### config.mk
export PLATFORM = sky130hd
export DESIGN_NAME = pngunf_pred
export DESIGN_NICKNAME = d
export VERILOG_FILES = /design/src/rtl/pngunf_pkg.sv /design/src/rtl/pngunf_pred.sv
export SDC_FILE = /design/constraint.sdc
export NUM_CORES = 1
export LEC_CHECK = 0
export BUFFER_PORTS_ARGS = -buffer_cell sky130_fd_sc_hd__buf_2
export CAP_MARGIN = 25
export CORE_UTILIZATION = 35
export DETAILED_ROUTE_END_ITERATION = 8
export SYNTH_ARGS = -nofsm -noshare
export SYNTH_HDL_FRONTEND = slang
export SYNTH_SLANG_ARGS = --single-unit
### constraint.sdc
create_clock -name vclk -period 9.6
set_input_delay 0.96 -clock vclk [all_inputs]
set_output_delay 0.96 -clock vclk [all_outputs]
set_load 0.02 [all_outputs]
### src/rtl/pngunf_pkg.sv
package pngunf_pkg;

    // Configuration port
    localparam int CFG_W     = 16;
    localparam int CFG_IDX_W = 2;
    localparam int BPP_W     = 4;
    localparam int ROWB_W    = 14;
    localparam int ROWS_W    = 16;

    // Register indexes
    localparam logic [CFG_IDX_W-1:0] CFG_BPP        = 2'd0;
    localparam logic [CFG_IDX_W-1:0] CFG_ROW_BYTES  = 2'd1;
    localparam logic [CFG_IDX_W-1:0] CFG_IMAGE_ROWS = 2'd2;

    // Filter types of filter method 0
    typedef enum logic [7:0] {
        FILT_NONE  = 8'd0,
        FILT_SUB   = 8'd1,
        FILT_UP    = 8'd2,
        FILT_AVG   = 8'd3,
        FILT_PAETH = 8'd4
    } t_filter;

    // Result word
    typedef struct packed {
        logic [7:0] out_byte;
        logic       row_end;
        logic       image_end;
        logic       bad_filter;
    } t_out;

    // Row filter and neighbors handed to the predictor
    typedef struct packed {
        logic [7:0] filt;
        logic [7:0] a;
        logic [7:0] b;
        logic [7:0] c;
    } t_nbr;

endpackage

### src/rtl/pngunf_pred.sv
module pngunf_pred import pngunf_pkg::*; (
    input  t_nbr       i_nbr,
    input  logic [7:0] i_x,
    output logic [7:0] o_res
);

    logic signed [9:0] d_ac;
    logic signed [9:0] d_bc;
    logic signed [9:0] d_abc;
    logic [9:0]        da;
    logic [9:0]        db;
    logic [9:0]        dc;
    logic [7:0]        paeth;
    logic [8:0]        avg_sum;
    logic [7:0]        pred;

    // Paeth distances: |p-a| = |b-c|, |p-b| = |a-c|, |p-c| = |a+b-2c|
    always_comb begin
        d_ac  = $signed({2'b00, i_nbr.a}) - $signed({2'b00, i_nbr.c});
        d_bc  = $signed({2'b00, i_nbr.b}) - $signed({2'b00, i_nbr.c});
        d_abc = d_ac + d_bc;
        da    = d_bc[9]  ? 10'(-d_bc)  : 10'(d_bc);
        db    = d_ac[9]  ? 10'(-d_ac)  : 10'(d_ac);
        dc    = d_abc[9] ? 10'(-d_abc) : 10'(d_abc);
        priority if (da <= db && da <= dc) begin
            paeth = i_nbr.a;
        end else if (db <= dc) begin
            paeth = i_nbr.b;
        end else begin
            paeth = i_nbr.c;
        end
    end

    // Select prediction; unknown types predict zero
    always_comb begin
        avg_sum = {1'b0, i_nbr.a} + {1'b0, i_nbr.b};
        unique case (i_nbr.filt)
            FILT_NONE:  pred = 8'd0;
            FILT_SUB:   pred = i_nbr.a;
            FILT_UP:    pred = i_nbr.b;
            FILT_AVG:   pred = avg_sum[8:1];
            FILT_PAETH: pred = paeth;
            default:    pred = 8'd0;
        endcase
    end

    assign o_res = i_x + pred;

endmodule

==> out/results.ini <==
[status]
status=finished clean

[power]
peakVddDrop_mv=0.0684
seq_power_share_pct=0
power_density_nw_per_um2=166
p_leak_nw=1.76
p_sw_w=0.000332
swShare_pct=56.1
internal_power_w=0.000260
pwr-share-comb_pct=100.0
clock_power_share_pct=0
p_total_w=0.000591

[logic_synthesis]
syn_avg_cell_area_sq_um=7.62
seq_area_frac_synth_pct=0
ys_warn_count=0
synth.distinct_cells=64
netlist_area_sq_um=3170
synthCells=416

[final_layout]
finalInstanceArea_sq_um=3560
area_delta_synth_final_pct=12.3
diodes=0
ff_latch_area_sq_um=0
n_fill_cell=940
fin_util_pct=40.6
seq_cell_count=0
nets=578
clock_buffers=0
drive_gt1_share_pct=17.9
final_common_cell=ha_1
final_cell_mix=ha_1 (67), buf_2 (48), inv_1 (40), nor2_1 (37), a21oi_1 (32)

[worst_setup_path]
cp_slowest_cell=or4_1
worstSetupPathType=input port to output pin
end_kind=output pin
cp_max_fo=4
start_kind=input port
cp_slowest_stage_delay_ps=570
cp.required_ps=8640
arrival_ps=8020
crit_top_cell=a21oi_1

[sta]
max_freq_mhz=111
rsz0062_at_grt=no
final-max-slew-violation-count=0
hold_viol=0
fin_tns_setup_ps=0
slew_headroom_pct=62.6
tightest_slew_ps=559
period_share_pct=93.6
setup_viol=0
layout_min_cycle_time_ps=8980

[die]
die_h_um=97.2
core_area_sq_um=8760
start_util_pct=36.2
fp.dieArea_sq_um=9450
rows=34
dieWidth_um=97.2
io_pins=48

[detailed_routing]
wl_mm=8.21
ant_nets=0
drc=0
viasPerCell=5.44
first_pass_iters=4
drt-initial-drc-count=106
wl_per_cell_um=14.4
dr_total_vias=3113

[grt]
grt_start_max_net_pins=15
grt_usage_pct=17.0
grt_pass1_wl_mm=13.6
antenna_found_initial=0
overflow=0
grt_pass1_vias=2943

[place]
placed_area_sq_um=3550
portBuffers=48
gp_congestion=0.878
dp_hpwl_mm=7.42

[hold_path]
hold_class=input port to output pin

[flow_run]
drv_cap=0

[clock_network]
cts_resized=0
cts_setup_buffers=0
ctsHoldBuffers=0

kinds of logic after synthesis:
family | after synthesis | synth area share [%]
compound gates | 122 | 27.7
xor+xnor | 47 | 13.9
fa+ha+maj | 74 | 30.3
buf+inv | 44 | 5.21
mux | 13 | 4.46
other cells | 2 | 0.237
simple gates | 114 | 18.2
per-stage QoR:
| step | setup slack, ps | cells | hold slack (ps) |
|---|---|---|---|
| floorplan | 1320 | 418 | 2130 |
| global placement | 746 | 572 | 2270 |
| finish | 618 | 572 | 2280 |
| CTS | 530 | 572 | 2280 |
| detailed placement | 555 | 572 | 2280 |
| global route | 54.5 | 572 | 2300 |
synth_stat cells (all sizes together), types with 8 or more instances:
| library cell | number | area, sq um |
|---|---|---|
| a21o | 17 | 128 |
| xor2 | 16 | 140 |
| ha | 67 | 838 |
| xnor2 | 29 | 254 |
| inv | 40 | 150 |
| a21oi | 33 | 169 |
| o21ai | 17 | 92.6 |
| nor2 | 37 | 139 |
| nand2 | 22 | 82.6 |
| o21a | 9 | 67.6 |
| or2 | 8 | 55.1 |
| nor2b | 10 | 62.6 |
| mux2 | 9 | 101 |
power by group through the flow:
| stage | Clock, W | Combinational (W) | Sequential [W] |
|---|---|---|---|
| after floorplan | 0 | 0.000457 | 0 |
| after global placement | 0 | 0.000579 | 0 |
| after detailed placement | 0 | 0.000584 | 0 |
| after CTS | 0 | 0.000588 | 0 |
| after global routing | 0 | 0.000667 | 0 |
| final | 0 | 0.000591 | 0 |
final timing paths:
path | startpoint | to | slack (ps) | cells after the start
setup / recovery | i_nbr[8] | o_res[7] | 620 | 32
hold / removal | i_x[0] | o_res[0] | 2280 | 3
per-layer routing:
| layer | global-route usage, % | up-vias | wire length (um) |
|---|---|---|---|
| li1 | - | 1613 | - |
| met1 | 24.4 | 1445 | 4130 |
| met2 | 29.6 | 50 | 3810 |
| met3 | 0.288 | 5 | 206 |
| met4 | 1.15 | 0 | 61 |
| met5 | 0 | - | 0 |
final cells by class:
| cell class | instances | area (sq um) | share of cell area (%) |
|---|---|---|---|
| Multi-Input combinational cell | 374 | 3020 | 84.8 |
| Timing Repair Buffer | 50 | 255 | 7.17 |
| Inverter | 40 | 150 | 4.21 |
| Tap cell | 108 | 135 | 3.79 |
critical path: cells and delay by family:
kind,cells,cell delay [ps]
AO/OA/AOI/OAI,12,2450
XOR/XNOR,4,880
multiplexers,1,400
adder cells (fa/ha/maj),5,1480
AND/OR/NAND/NOR,5,1350
buffers and inverters,5,490
No activity file was read; power rests on OpenSTA's default activity.
